## src/rtl/assert_macros.svh

```systemverilog
// ----------------------------------------------------------------------------
// assert_macros.svh
// Assertion macros shared by the RTL. Defining ASSERT_OFF removes them.
// ----------------------------------------------------------------------------
`ifndef ASSERT_MACROS_SVH
`define ASSERT_MACROS_SVH

`ifndef ASSERT_OFF
// Property checked at every rising clk_i edge outside reset.
`define ASSERT_CLK(label, prop) \
  label: assert property (@(posedge clk_i) disable iff (!rst_ni) (prop)) \
    else $error("assertion failed");
// Condition that must never hold outside reset.
`define ASSERT_NEVER(label, expr) \
  label: assert property (@(posedge clk_i) disable iff (!rst_ni) !(expr)) \
    else $error("forbidden condition seen");
`else
`define ASSERT_CLK(label, prop)
`define ASSERT_NEVER(label, expr)
`endif

`endif

```

## src/rtl/msbu_ram.sv

```systemverilog
// ----------------------------------------------------------------------------
// msbu_ram
// Generic RAM: one write port, two read ports, registered read data.
// ----------------------------------------------------------------------------
module msbu_ram #(
  parameter int Width = 32,
  parameter int Depth = 64,
  localparam int AddrW = $clog2(Depth)
) (
  input  logic             clk_i,
  input  logic             we_i,
  input  logic [AddrW-1:0] waddr_i,
  input  logic [Width-1:0] wdata_i,
  input  logic [AddrW-1:0] raddr_a_i,
  input  logic [AddrW-1:0] raddr_b_i,
  output logic [Width-1:0] rdata_a_o,
  output logic [Width-1:0] rdata_b_o
);

  logic [Width-1:0] mem [Depth];

  always_ff @(posedge clk_i) begin
    if (we_i) begin
      mem[waddr_i] <= wdata_i;
    end
    rdata_a_o <= mem[raddr_a_i];
    rdata_b_o <= mem[raddr_b_i];
  end

endmodule

```

## config.mk

```make
export PLATFORM = sky130hd
export DESIGN_NAME = msbu_ram
export DESIGN_NICKNAME = d
export VERILOG_FILES = /design/src/rtl/assert_macros.svh /design/src/rtl/msbu_ram.sv
export SDC_FILE = /design/constraint.sdc
export NUM_CORES = 2
export LEC_CHECK = 0
export BUFFER_PORTS_ARGS = -buffer_cell sky130_fd_sc_hd__buf_2
export CORE_MARGIN = 2
export CORE_UTILIZATION = 50
export DETAILED_ROUTE_END_ITERATION = 8
export GPL_ROUTABILITY_DRIVEN = 0
export PLACE_DENSITY = 0.66
export SLEW_MARGIN = 10
export SYNTH_ARGS = -nofsm -noshare
export SYNTH_HDL_FRONTEND = slang
export SYNTH_SLANG_ARGS = --single-unit
```

## constraint.sdc

```tcl
create_clock -name clk_i -period 4.4 [get_ports clk_i]
set_input_delay 0.44 -clock clk_i [delete_from_list [all_inputs] [get_ports clk_i]]
set_output_delay 0.44 -clock clk_i [all_outputs]
set_load 0.1 [all_outputs]
```

==> qor.txt <==
Register area share after synthesis - 65.6%
Max-cap violations - 0
Routed WL - 293000 um
Area fraction of the dominant cell type after synthesis - 64.3%
Hold Violations, Final - 0
Commonest non-fill, non-tap cell in the layout - edfxtp_1
Detailed-route wire length per cell - 39.9 um
R2r startpoint - mem[23][22]
Yosys cell types - 38
CTS sink count - 2112
DRT Pass-1 Iters - 6
Max transition margin - 18.1%
EDFF count, synth - 2048
YS warnings - 0
Critical Path AT - 3.60 ns
Via/cell ratio - 7.17
Critical Path RT - 5.08 ns
Synthesized net count - 4464
Initial Util - 50.3%
# DRC - 0
Drt initial violations - 7538
HP Class - input port to register
Reg2Reg Depth - 4
Post-Place Cell Area - 101000 um2
Achievable clock frequency - 343 MHz
Synth Flop Type - edfxtp_1
Post-cts sizing count - 0
Die span in y - 441 um
Clock Latency Late Sink - 0.85 ns
Die span in x - 441 um
Vias - 52527
I/O Pins - 116
Total leakage power - 33.8 nW
Setup Viol. Count Final - 0
CTS tree - built
Area Growth Syn to Fin - 12.6%
Clock Tree Root - clkbuf_16
Finished layout cell area - 108000 um2
Cts bufs inserted - 209
Slack of the worst reg-to-reg path - 1.87 ns
Maximum VDD drop - 0.462 mV
Fin Setup TNS - 0 ns
Remaining global-route overflow - 0
Post-synthesis area per instance - 21.7 um2
Outcome - finished, final reports clean
GRT Total Usage - 30.3%
Crit-path max FO - 42
Hold Path Depth - 1
Crit path time final - 2.92 ns
Row count - 160
RSZ-0062 raised after global routing - false
First-pass GRT wire length - 407000 um
Clock buffer depth - 3
Most frequent cells in the layout - 2048 x edfxtp_1, 1124 x mux4_2, 214 x clkbuf_16, 204 x mux2i_1, 192 x buf_4
Clock slew at reported path FFs - 0.06 ns
Reg-to-Reg End - rdata_b_o[22]
Hold_buf cts - 0
Filler cells - 13903
Crit Path Category - input port to register
Slew of the pin with the lowest slew margin - 1.23 ns
Routed Antenna Nets - 0
Pwr/cell area - 418 nW/um2
Nets - 4683
#FFs+latches synth - 2112
Synth top area cells - edfxtp_1 64%, mux4_2 26%, mux2i_1 2.1%, dfxtp_1 1.3%, a22oi_1 0.67%
Die footprint - 195000 um2
FFs w/ async S/R, synth - 0%
Via count of the first global-routing pass - 51684
Synth area leader - edfxtp_1
Layout Skew - 0.0234 ns
Layout cells sized above 1 - 39.6%
Crit start category - input port
Syn Std Cell Area - 95700 um2
Buffer count from post-CTS setup fixing - 0
Post-DP HPWL - 172000 um
Final Slew Violations - 0
Hold_sp - wdata_i[16]
Mapped Cells - 4412
CP Launch Point - raddr_b_i[0]
Core area - 190000 um2
Final worst path period share - 66.3%
Largest net degree at the start of global routing - 76
I/O Buffers - 115
Hold endpoint - mem[20][16]
H-tree Lvls - 4
Worst Setup End Kind - register
Initial antenna violation count - 31
[power breakdown]
group          total (mW)  internal (mW)  switching [mW]  leakage, nW
registers            22.4           22.3           0.163         19.0
logic                4.22           1.50            2.72         11.5
clock network        18.3           10.7            7.63         3.40
total                45.0           34.5            10.5         33.8
[synth_stat cells (13+ instances only)]
master,count
buf_1,25
a221oi_1,13
mux4_2,1124
a22oi_1,85
o211ai_1,27
clkbuf_1,135
o22ai_1,56
nor2_1,94
mux2_2,36
nor2b_1,19
buf_4,55
o21ai_1,31
a211oi_1,15
a21oi_1,58
o21ai_0,18
o221ai_1,16
dfxtp_1,64
mux2i_1,204
buf_2,121
edfxtp_1,2048
nand2_1,93
[cell type report]
class / count / area [um2] / area share (%)
clock buffer: 271 / 5680 / 5.27
clock inverter: 114 / 1300 / 1.20
tap: 2511 / 3140 / 2.92
antenna: 14 / 35.0 / 0.0325
sequential: 2112 / 62800 / 58.3
multi-input combinational: 1952 / 31700 / 29.4
timing repair buffer: 355 / 3090 / 2.87
inverter: 1 / 3.75 / 0.00349
[how the worst max path moves through the flow]
stage	to	cells past startpoint
after floorplan	mem[48][0]	4
after global placement	rdata_b_o[15]	7
final	rdata_b_o[15]	7
after CTS	rdata_b_o[15]	7
after global routing	rdata_b_o[15]	7
after detailed placement	rdata_b_o[15]	7
[layer usage]
metal  routed length (um)  global-route usage, %  vias up
met2               135000                   45.5     3355
met1               110000                   43.2    28584
met3                35400                   7.96      595
met5                  126                      0        -
met4                12200                   11.4       18
li1                     -                      -    19975
[cells by family after synthesis]
family	after synthesis	synth area share [%]
compound gates	340	2.39
flops	2112	65.6
buf+inv	348	1.83
simple gates	248	1.13
mux	1364	29.0
[state kept, by name, indices dropped and copies added (netlist names)]
name	count
rdata_b_o	32
rdata_a_o	32
mem	2048
[critical path: stages]
cell and delay [ns]:
buf_8 0.38, buf_12 0.36, buf_4 0.40, mux4_2 0.54, mux2_2 0.27, o211ai_1 0.84
a21oi_1 0.14
[stage by stage]
stage	total power [mW]	util [%]	hold WS [ns]	setup WS, ns	std cells
floorplan	25.5	-	0.539	0.769	4412
global placement	27.0	52.9	0.889	0.799	6930
detailed placement	27.1	52.9	0.882	0.844	6930
CTS	45.1	56.6	0.150	1.75	7315
global route	46.1	56.6	0.0941	1.46	7324
finish	45.0	56.6	0.102	1.48	7330
No activity file was read; power rests on OpenSTA's default activity.
